--- config.mk ---
export PLATFORM = sky130hd
export DESIGN_NAME = first_fit_heap_allocator_unit
export DESIGN_NICKNAME = d
export VERILOG_FILES = /design/src/rtl/ffha_pkg.sv /design/src/rtl/first_fit_heap_allocator_unit.sv
export VERILOG_INCLUDE_DIRS = /design/src /design/src/rtl
export SDC_FILE = /design/constraint.sdc
export NUM_CORES = 2
export LEC_CHECK = 0
export ABC_AREA = 1
export BUFFER_PORTS_ARGS = -buffer_cell sky130_fd_sc_hd__buf_2
export CAP_MARGIN = 20
export CORE_UTILIZATION = 40
export CTS_BUF_LIST = sky130_fd_sc_hd__clkbuf_4 sky130_fd_sc_hd__clkbuf_8
export CTS_CLUSTER_DIAMETER = 40
export DETAILED_ROUTE_END_ITERATION = 7
export PLACE_DENSITY = 0.51
export SETUP_SLACK_MARGIN = 0.15
export SYNTH_ARGS = -nofsm -noshare
export SYNTH_HDL_FRONTEND = slang
export SYNTH_SLANG_ARGS = --single-unit
--- constraint.sdc ---
create_clock -name clk -period 7.1 [get_ports clk]
set_input_delay 1.42 -clock clk [delete_from_list [all_inputs] [get_ports clk]]
set_output_delay 1.42 -clock clk [all_outputs]
set_load 0.02 [all_outputs]
--- src/rtl/assert_macros.svh ---
// Assertion macros shared by the RTL.
`ifndef ASSERT_MACROS_SVH
`define ASSERT_MACROS_SVH

// Clocked assertion, disabled while reset is asserted.
`define ASSERT_CLK(label, clk, rst_n, prop, msg) \
    label: assert property (@(posedge clk) disable iff (!rst_n) (prop)) else $error(msg);

// Clocked assertion checked during reset too.
`define ASSERT_ALWAYS(label, clk, prop, msg) \
    label: assert property (@(posedge clk) (prop)) else $error(msg);

`endif

--- src/rtl/ffha_pkg.sv ---
`timescale 1ns / 1ps
// ----------------------------------------------------------------------------
// ffha_pkg
// Types and codes of the first-fit heap allocator.
// ----------------------------------------------------------------------------
package ffha_pkg;

    localparam int OFS_W = 20;
    localparam int REQ_W = 21;

    localparam logic OP_ALLOC = 1'b0;
    localparam logic OP_FREE  = 1'b1;

    localparam logic [1:0] ST_DONE     = 2'd0;
    localparam logic [1:0] ST_NOFIT    = 2'd1;
    localparam logic [1:0] ST_NOTSTART = 2'd2;
    localparam logic [1:0] ST_NULL     = 2'd3;

    typedef struct packed {
        logic [OFS_W-1:0] start;
        logic [OFS_W-1:0] size;
        logic             free;
    } seg_t;

    typedef enum logic [3:0] {
        S_INIT,
        S_IDLE,
        S_SCN_RD,
        S_SCN_EV,
        S_SHF_RD,
        S_SHF_WR,
        S_INS,
        S_MRG_RD,
        S_MRG_EV,
        S_MRG_END,
        S_RESP
    } fsm_t;

endpackage

--- src/rtl/first_fit_heap_allocator_unit.sv ---
`timescale 1ns / 1ps
// ----------------------------------------------------------------------------
// first_fit_heap_allocator_unit
// First-fit allocator over an address-ordered segment table in one RAM.
// ----------------------------------------------------------------------------
// One request at a time. The segment table sits in a RAM with one write
// port and one registered read port, so every table entry visited is read,
// then evaluated. An allocate scans entries until the first fit; when a
// split adds a new segment, the entries after the fit are moved up one by
// one and the new segment is inserted after the fit. A free scans for
// the matching block the same way, then runs a merge sweep over the whole
// table. A null free (offset zero) answers without a scan.
// After reset the block writes the initial free segment, then takes requests.
// The result sits in an output register, so a new request can be taken while
// the last answer still waits to be read.
// ----------------------------------------------------------------------------
`include "assert_macros.svh"

module first_fit_heap_allocator_unit
    import ffha_pkg::*;
#(
    parameter int HEAP_BYTES   = 1048576,
    parameter int HEADER_BYTES = 24,
    parameter int MAX_SEGMENTS = 64
) (
    input  logic             clk,
    input  logic             rst_n,
    // configuration
    input  logic             split_slack_we,
    input  logic [7:0]       split_slack,
    // request transaction
    input  logic             in_valid,
    output logic             in_ready,
    input  logic             op,
    input  logic [REQ_W-1:0] request_bytes,
    input  logic [OFS_W-1:0] release_offset,
    // result transaction
    output logic             out_valid,
    input  logic             out_ready,
    output logic [OFS_W-1:0] payload_offset,
    output logic [1:0]       status
);

    localparam int IW = (MAX_SEGMENTS > 1) ? $clog2(MAX_SEGMENTS) : 1;
    localparam int CW = $clog2(MAX_SEGMENTS + 1);
    localparam logic [CW-1:0]    CNT_MAX = CW'(MAX_SEGMENTS);
    localparam logic [CW-1:0]    CNT_ONE = CW'(1);
    localparam logic [OFS_W-1:0] HDR20   = OFS_W'(HEADER_BYTES);
    localparam logic [REQ_W-1:0] HDR21   = REQ_W'(HEADER_BYTES);
    localparam logic [OFS_W-1:0] INIT_SZ = OFS_W'(HEAP_BYTES - HEADER_BYTES);

    // segment table RAM
    seg_t          mem [MAX_SEGMENTS];
    seg_t          rd_q;
    logic [IW-1:0] rd_addr;
    logic [IW-1:0] wr_addr;
    logic          wr_en;
    seg_t          wr_data;

    always_ff @(posedge clk)
    begin
        if (wr_en)
        begin
            mem[wr_addr] <= wr_data;
        end
        rd_q <= mem[rd_addr];
    end

    // control and working registers
    fsm_t             state_reg, state_next;
    logic [CW-1:0]    cnt_reg, cnt_next;     // segment count
    logic [CW-1:0]    k_reg, k_next;         // scan / merge read index
    logic [CW-1:0]    w_reg, w_next;         // shift or merge write index
    logic             acc_v_reg, acc_v_next;
    seg_t             acc_reg, acc_next;     // merge accumulator
    logic             op_reg, op_next;
    logic [REQ_W-1:0] req_reg, req_next;
    logic [OFS_W-1:0] off_reg, off_next;
    logic [OFS_W-1:0] at_reg, at_next;       // split remainder start
    logic [OFS_W-1:0] rest_reg, rest_next;   // split remainder size
    logic [OFS_W-1:0] res_off_reg, res_off_next;
    logic [1:0]       res_st_reg, res_st_next;
    logic [7:0]       slack_reg;
    logic             out_valid_reg, out_valid_next;
    logic [OFS_W-1:0] payload_offset_reg, payload_offset_next;
    logic [1:0]       status_reg, status_next;

    // evaluate terms on the entry just read
    logic             fit;
    logic             do_split;
    logic             hit;
    logic [REQ_W+1:0] need;
    logic [REQ_W+1:0] size_x;
    logic [REQ_W+1:0] req_hdr;
    logic             last;

    assign size_x  = (REQ_W+2)'(rd_q.size);
    assign req_hdr = (REQ_W+2)'(req_reg) + (REQ_W+2)'(HEADER_BYTES);
    assign need    = req_hdr + (REQ_W+2)'(slack_reg);
    assign fit     = rd_q.free && ({1'b0, rd_q.size} >= req_reg);
    assign do_split = (size_x >= need) && (cnt_reg < CNT_MAX) && (size_x > req_hdr);
    assign hit     = (({1'b0, rd_q.start} + HDR21) == {1'b0, off_reg});
    assign last    = ((k_reg + CNT_ONE) == cnt_reg);

    always_ff @(posedge clk or negedge rst_n)
    begin
        if (!rst_n)
        begin
            state_reg     <= S_INIT;
            cnt_reg       <= CNT_ONE;
            acc_v_reg     <= 1'b0;
            slack_reg     <= 8'd8;
            out_valid_reg <= 1'b0;
        end
        else
        begin
            state_reg     <= state_next;
            cnt_reg       <= cnt_next;
            acc_v_reg     <= acc_v_next;
            out_valid_reg <= out_valid_next;
            if (split_slack_we)
            begin
                slack_reg <= split_slack;
            end
        end
    end

    always_ff @(posedge clk)
    begin
        k_reg              <= k_next;
        w_reg              <= w_next;
        acc_reg            <= acc_next;
        op_reg             <= op_next;
        req_reg            <= req_next;
        off_reg            <= off_next;
        at_reg             <= at_next;
        rest_reg           <= rest_next;
        res_off_reg        <= res_off_next;
        res_st_reg         <= res_st_next;
        payload_offset_reg <= payload_offset_next;
        status_reg         <= status_next;
    end

    always_comb
    begin
        state_next          = state_reg;
        cnt_next            = cnt_reg;
        k_next              = k_reg;
        w_next              = w_reg;
        acc_v_next          = acc_v_reg;
        acc_next            = acc_reg;
        op_next             = op_reg;
        req_next            = req_reg;
        off_next            = off_reg;
        at_next             = at_reg;
        rest_next           = rest_reg;
        res_off_next        = res_off_reg;
        res_st_next         = res_st_reg;
        out_valid_next      = out_valid_reg;
        payload_offset_next = payload_offset_reg;
        status_next         = status_reg;
        rd_addr             = k_reg[IW-1:0];
        wr_en               = 1'b0;
        wr_addr             = k_reg[IW-1:0];
        wr_data             = rd_q;
        in_ready            = 1'b0;

        if (out_valid_reg && out_ready)
        begin
            out_valid_next = 1'b0;
        end

        case (state_reg)
            S_INIT:
            begin
                // table reset: one free segment over the whole heap
                wr_en      = 1'b1;
                wr_addr    = '0;
                wr_data    = '{start: '0, size: INIT_SZ, free: 1'b1};
                state_next = S_IDLE;
            end
            S_IDLE:
            begin
                in_ready = 1'b1;
                if (in_valid)
                begin
                    op_next  = op;
                    req_next = request_bytes;
                    off_next = release_offset;
                    k_next   = '0;
                    if (op == OP_FREE && release_offset == '0)
                    begin
                        res_off_next = '0;
                        res_st_next  = ST_NULL;
                        state_next   = S_RESP;
                    end
                    else
                    begin
                        state_next = S_SCN_RD;
                    end
                end
            end
            S_SCN_RD:
            begin
                rd_addr    = k_reg[IW-1:0];
                state_next = S_SCN_EV;
            end
            S_SCN_EV:
            begin
                if (op_reg == OP_ALLOC && fit)
                begin
                    wr_en        = 1'b1;
                    wr_addr      = k_reg[IW-1:0];
                    wr_data      = '{start: rd_q.start,
                                     size: do_split ? req_reg[OFS_W-1:0] : rd_q.size,
                                     free: 1'b0};
                    res_off_next = rd_q.start + HDR20;
                    res_st_next  = ST_DONE;
                    rest_next    = rd_q.size - req_reg[OFS_W-1:0] - HDR20;
                    at_next      = rd_q.start + HDR20 + req_reg[OFS_W-1:0];
                    w_next       = cnt_reg;
                    if (!do_split)
                    begin
                        state_next = S_RESP;
                    end
                    else if (last)
                    begin
                        state_next = S_INS;
                    end
                    else
                    begin
                        state_next = S_SHF_RD;
                    end
                end
                else if (op_reg == OP_FREE && hit)
                begin
                    wr_en      = 1'b1;
                    wr_addr    = k_reg[IW-1:0];
                    wr_data    = '{start: rd_q.start, size: rd_q.size, free: 1'b1};
                    k_next     = '0;
                    w_next     = '0;
                    acc_v_next = 1'b0;
                    state_next = S_MRG_RD;
                end
                else if (last)
                begin
                    res_off_next = '0;
                    res_st_next  = (op_reg == OP_ALLOC) ? ST_NOFIT : ST_NOTSTART;
                    state_next   = S_RESP;
                end
                else
                begin
                    k_next     = k_reg + CNT_ONE;
                    state_next = S_SCN_RD;
                end
            end
            S_SHF_RD:
            begin
                // move entry w-1 up to w
                rd_addr    = IW'(w_reg - CNT_ONE);
                state_next = S_SHF_WR;
            end
            S_SHF_WR:
            begin
                wr_en   = 1'b1;
                wr_addr = w_reg[IW-1:0];
                wr_data = rd_q;
                w_next  = w_reg - CNT_ONE;
                if ((w_reg - CNT_ONE) == (k_reg + CNT_ONE))
                begin
                    state_next = S_INS;
                end
                else
                begin
                    state_next = S_SHF_RD;
                end
            end
            S_INS:
            begin
                wr_en      = 1'b1;
                wr_addr    = IW'(k_reg + CNT_ONE);
                wr_data    = '{start: at_reg, size: rest_reg, free: 1'b1};
                cnt_next   = cnt_reg + CNT_ONE;
                state_next = S_RESP;
            end
            S_MRG_RD:
            begin
                rd_addr    = k_reg[IW-1:0];
                state_next = S_MRG_EV;
            end
            S_MRG_EV:
            begin
                // write side never overtakes the read side (w <= k)
                if (acc_v_reg && acc_reg.free && rd_q.free)
                begin
                    acc_next.size = acc_reg.size + HDR20 + rd_q.size;
                end
                else
                begin
                    if (acc_v_reg)
                    begin
                        wr_en   = 1'b1;
                        wr_addr = w_reg[IW-1:0];
                        wr_data = acc_reg;
                        w_next  = w_reg + CNT_ONE;
                    end
                    acc_next   = rd_q;
                    acc_v_next = 1'b1;
                end
                k_next     = k_reg + CNT_ONE;
                state_next = last ? S_MRG_END : S_MRG_RD;
            end
            S_MRG_END:
            begin
                wr_en        = 1'b1;
                wr_addr      = w_reg[IW-1:0];
                wr_data      = acc_reg;
                cnt_next     = w_reg + CNT_ONE;
                res_off_next = '0;
                res_st_next  = ST_DONE;
                state_next   = S_RESP;
            end
            S_RESP:
            begin
                if (!out_valid_reg || out_ready)
                begin
                    out_valid_next      = 1'b1;
                    payload_offset_next = res_off_reg;
                    status_next         = res_st_reg;
                    state_next          = S_IDLE;
                end
            end
            default:
            begin
                state_next = S_IDLE;
            end
        endcase
    end

    assign out_valid      = out_valid_reg;
    assign payload_offset = payload_offset_reg;
    assign status         = status_reg;

    // ------------------------------------------------------------------------
    // assertions
    // ------------------------------------------------------------------------
    `ASSERT_CLK(a_cnt_range, clk, rst_n, (cnt_reg != '0) && (cnt_reg <= CNT_MAX), "segment count out of range")
    `ASSERT_CLK(a_busy_after_accept, clk, rst_n, in_valid && in_ready |=> !in_ready, "request taken while busy")
    `ASSERT_CLK(a_fail_no_offset, clk, rst_n, out_valid && (status != ST_DONE) |-> payload_offset == '0, "failed request with offset")

endmodule
# After elaboration in Yosys (flattened, before gate mapping)
# Memory sizes are Yosys's and may differ from the RTL's. A register that Yosys moved wholly into a read port is not among the register bits.
# Cells that the tools add are included.
[totals]
ram_bits = 2624
regBits = 202
inputBits = 55
word_cells = 154
memories = 1
output_inout_bits = 24
[classes]
bitwise_logic = 2
n_mux = 61
addsub = 13
eq_ne = 24
magnitude_cmp = 4
n_reduce_logical = 30
[mem_list]
columns = ["name", "words", "width", "rd", "rd_clocked_by_memory_dff", "write_ports", "line", "source"]
rows = [
  ["mem", 64, 41, 1, 1, 1, "first_fit_heap_allocator_unit.sv:53", "seg_t mem [MAX_SEGMENTS];"],
]
[ops]
columns = ["operator", "n"]
rows = [
  ["41-bit case mux with 5 select lines", 1],
  ["20-bit 2-to-1 mux", 7],
  ["41-bit 2-to-1 mux", 2],
  ["20-bit case mux with 3 select lines", 1],
  ["7-bit 2-to-1 mux", 8],
  ["7-bit case mux with 3 select lines", 2],
  ["20-bit adder", 2],
  ["20-bit by 5-bit adder with 20-bit output (second input constant)", 2],
  ["4-bit case mux with 9 select lines", 1],
  ["4-bit 2-to-1 mux", 8],
  ["6-bit case mux with 4 select lines", 1],
  ["22-bit by 8-bit adder with 23-bit output", 1],
  ["20-bit by 23-bit greater-or-equal comparator with 1-bit output", 1],
  ["21-bit by 5-bit adder with 22-bit output (second input constant)", 1],
  ["20-bit by 22-bit greater-than comparator with 1-bit output", 1],
  ["20-bit by 5-bit adder with 21-bit output (second input constant)", 1],
  ["7-bit by 1-bit adder with 7-bit output (second input constant)", 3],
  ["21-bit by 20-bit == test with 1-bit output", 1],
  ["20-bit by 21-bit greater-or-equal comparator with 1-bit output", 1],
  ["21-bit 2-to-1 mux", 1],
  ["20-bit logical NOT", 1],
  ["20-bit subtractor", 1],
  ["20-bit by 5-bit subtractor with 20-bit output (second input constant)", 1],
  ["6-bit 2-to-1 mux", 3],
  ["other kinds (27)", 82],
]

# Depth between registers and ports, before layout
[depth]
ltp_word = 8
mapped_depth = 36
ltp_nobuf = 35

# Worst setup path after synthesis
# OpenSTA, ideal clock, no wires.
[synth_timing]
path_type = "flip-flop to flip-flop"
from = "reg req_reg[3]"
to = "mem mem[0][4] (netlist bit) (data pin)"
synth_period_minus_slack_ns = 6.000
t_arrival_ns = 5.452
t_required_ns = 6.551
path_buffers = 1
path_stages_with_launch = 34
slack_ns = 1.100
setup_time_ns = 0.549
path_cell_list = "edfxtp_1 inv_1 ha_1 inv_1 nand2_1 nand2_1 inv_1 ha_1 nand2_1 o21ai_0 nand2_1 nand2_1 nand2_1 nor2_1 nand2_1 xor2_1 ha_1 nand2_1 nor2_1 inv_1 nor2_1 nand2_1 nand2_1 nand2_1 nand2_1 nand2_1 nand2_1 inv_1 nor2_1 nand3_1 buf_2 nand2_1 nand3_1 a21oi_1"
[synth_rtl]
columns = ["item", "line", "source"]
rows = [
  ["start, declared", "first_fit_heap_allocator_unit.sv:77", "logic [REQ_W-1:0] req_reg, req_next;"],
  ["start signal, assigned", "first_fit_heap_allocator_unit.sv:134", "req_reg <= req_next;"],
  ["end, declared", "first_fit_heap_allocator_unit.sv:53", ""],
]

==> results.sh <==
export IMPL_status="complete, but fails checks"
export IMPL_violations="DRC"
export IMPL_gp_congestion=0.9026
export IMPL_layout_nets=9654
export IMPL_synthFlopType="edfxtp_1"
export IMPL_max_slew_worst_pin_slew_ns=1.217
export IMPL_yosysTopAreaCellShare_pct=71.08
export IMPL_largest_reg_flops=2624
export IMPL_num_rows=199
export IMPL_setup_viol=0
export IMPL_initial_core_util_pct=40.26
export IMPL_synth_compound_area_share_pct=13.51
export IMPL_yosysWarnings=0
export IMPL_ir_worst_vdd_mv=0.6202
export IMPL_grt_max_degree=200
export IMPL_area_growth_pct=13.95
export IMPL_clock_tree_root_cell="clkbuf_8"
export IMPL_grt_first_pass_wirelength_um=568600
export IMPL_synthDistinctLibCells=65
export IMPL_synth_edff_count=2805
export IMPL_drcViolationCount=10
export IMPL_drtIter0Drc=8751
export IMPL_drive_gt1_share_pct=12.85
export IMPL_die_h_um=546.3
export IMPL_synth_top_family_by_area="compound AO/OA/AOI/OAI gates"
export IMPL_reg2reg_depth=24
export IMPL_slew_viol_final=0
export IMPL_synth_xor_area_share_pct=0.7877
export IMPL_syn_num_nets=9417
export IMPL_hold_worst_slack_ns=0.3289
export IMPL_crit_required_ns=7.97
export IMPL_cts_hold_buffers=0
export IMPL_ys_top_cells_by_count="edfxtp_1 (2,805), nor2_1 (1,522), o21ai_0 (1,277)"
export IMPL_overflow=0
export IMPL_slew_headroom_pct=18.85
export IMPL_cts_buffers=525
export IMPL_synthAdderAreaFrac_pct=1.797
export IMPL_skew_ns=0.1107
export IMPL_start_kind="flip-flop"
export IMPL_finalPower_mw=74.02
export IMPL_num_vias=80790
export IMPL_synth_seq_cells=2867
export IMPL_vias_per_cell=5.872
export IMPL_htree_levels=6
export IMPL_firstDrtPassIters=8
export IMPL_post_cts_buffers=0
export IMPL_max_freq_ghz=0.1543
export IMPL_fin_util_pct=45.88
export IMPL_synth_most_common_cell="edfxtp_1"
export IMPL_clk_latency_ns=1.20
export IMPL_cts_sinks=2867
export IMPL_hold_path_class="primary input to async pin"
export IMPL_clkSlewWorstSetupHoldPaths_ns=0.05
export IMPL_cts_tree="built"
export IMPL_ys_top_cells_by_area="edfxtp_1 (71%), o21ai_0 (5.4%), nor2_1 (4.8%)"
export IMPL_avgSynthCellArea_um2=12.89
export IMPL_cts_resized=0
export IMPL_grt_pass1_vias=77920
export IMPL_rsz0062_at_grt="false"
export IMPL_die_area_mm2=0.2984
export IMPL_power_leakage_nw=44.45
export IMPL_synth_cells=9196
export IMPL_core_area_mm2=0.2943
export IMPL_tns_ns=0
export IMPL_wl_um=398700
export IMPL_io_buffers=78
export IMPL_criticalPathCategory="flip-flop to flip-flop"
export IMPL_synth_area_mux_share_pct=0.06652
export IMPL_end_kind="flip-flop"
export IMPL_reg2reg_slack_ns=0.62
export IMPL_synth_largest_area_cell="edfxtp_1"
export IMPL_syn_area_mm2=0.1185
export IMPL_yosys_area_share_simple_pct=8.521
export IMPL_finalHoldViolations=0
export IMPL_cp_max_fo=33
export IMPL_ff_latch_area_mm2=0.08558
export IMPL_async_flop_share_pct=0.7325
export IMPL_die_w_um=546.3
export IMPL_antenna_found_initial=20
export IMPL_multiInputGateArea_mm2=0.02972
export IMPL_ys_seq_area_share_pct=72.22
export IMPL_period_minus_slack_ns=6.480
export IMPL_power_density_mw_per_mm2=548.1
export IMPL_gr_usage_all_layers_pct=26.13
export IMPL_final_antenna_net_count=0
export IMPL_ios=79
export IMPL_dp_hpwl_um=229000
export IMPL_arrival_ns=7.35
export IMPL_drv_cap=0
export IMPL_clockBufferDepth=4
export IMPL_period_share_pct=91.26
export IMPL_post_drt_wl_per_cell_um=28.98
export IMPL_fillers=26550
layout by cell type, fill, tap and decap left out, types with 79 or more instances in the layout:
cell and n:
nor2_1 1495, inv_1 258, nand2_1 448, ha_1 159, o21ai_1 119, clkinv_1 121
buf_2 79, edfxtp_1 2805, clkbuf_4 133, a21oi_1 124, nand3_1 411, clkbuf_8 546
o221ai_1 334, o22ai_1 330, o211ai_1 373, buf_4 176, o21ai_0 1275
layer usage:
layer	routed length [µm]	up-vias	global-route usage (%)
met2	183100	3548	40.97
li1	-	35300	-
met5	13	-	0
met1	171000	41310	36.60
met3	31260	632	4.647
met4	13330	2	9.047
worst max-delay path, cell delays in order, from the launching register on:
cell and delay (ns):
edfxtp_1 0.39, buf_4 0.17, o21ai_0 0.42, xor2_1 0.18, ha_1 0.38, nand2_1 0.06
o21ai_0 0.29, nand2_1 0.10, nand2_1 0.12, nand2_1 0.11, nor4_1 0.58, nand3_1 0.19
xor2_1 0.19, ha_1 0.32, nand2_1 0.06, nor4_1 0.25, a31oi_1 0.13, nand2_1 0.15
inv_1 0.05, nor2_1 0.09, nand3_1 0.20, nand2_1 0.12, nand3_1 0.11, a21oi_4 0.91
buf_4 0.56
logic make-up after synthesis:
family	after synthesis
compound gates	2641
xor+xnor	105
fa+ha+maj	166
buf+inv	928
flops	2867
mux	7
simple gates	2482
path summary, 6_finish.rpt:
check,startpoint,endpoint
max,req_reg[3]$_DFFE_PP_,mem[17][15]$_DFFE_PP_
min,rst_n,cnt_reg[5]$_DFFE_PN0P_
max reg2reg,req_reg[3]$_DFFE_PP_,mem[17][15]$_DFFE_PP_
min reg2reg,res_off_reg[11]$_SDFFCE_PN0P_,payload_offset[11]$_DFFE_PP_
max in group asynchronous,rst_n,state_reg[3]$_DFFE_PN0P_
min in group clk,res_off_reg[11]$_SDFFCE_PN0P_,payload_offset[11]$_DFFE_PP_
where the power goes:
group | switching [mW] | total, mW | internal, mW
logic | 24.9 | 31.7 | 6.75
registers | 0.604 | 26.4 | 25.8
clock network | 7.18 | 16.0 | 8.78
per-stage QoR:
| step | std cells | area [µm²] | worst slack, ns |
|---|---|---|---|
| after floorplan | 9196 | 118500 | 1.100 |
| after global placement | 12810 | 124300 | 0.6045 |
| after detailed placement | 12820 | 124400 | 0.6021 |
| after CTS | 13740 | 135000 | 0.5980 |
| after global routing | 13750 | 135000 | 0.1970 |
| final | 13760 | 135000 | 0.6202 |
final cells by class:
cell class,count,area share (%)
Clock inverter,235,1.482
Antenna cell,18,0.03336
Sequential cell,2867,63.38
Clock buffer,679,6.304
Inverter,318,0.9210
Tap cell,3919,3.631
Timing Repair Buffer,320,2.240
Multi-Input combinational cell,5401,22.01
(Power assumes the default switching activity.)
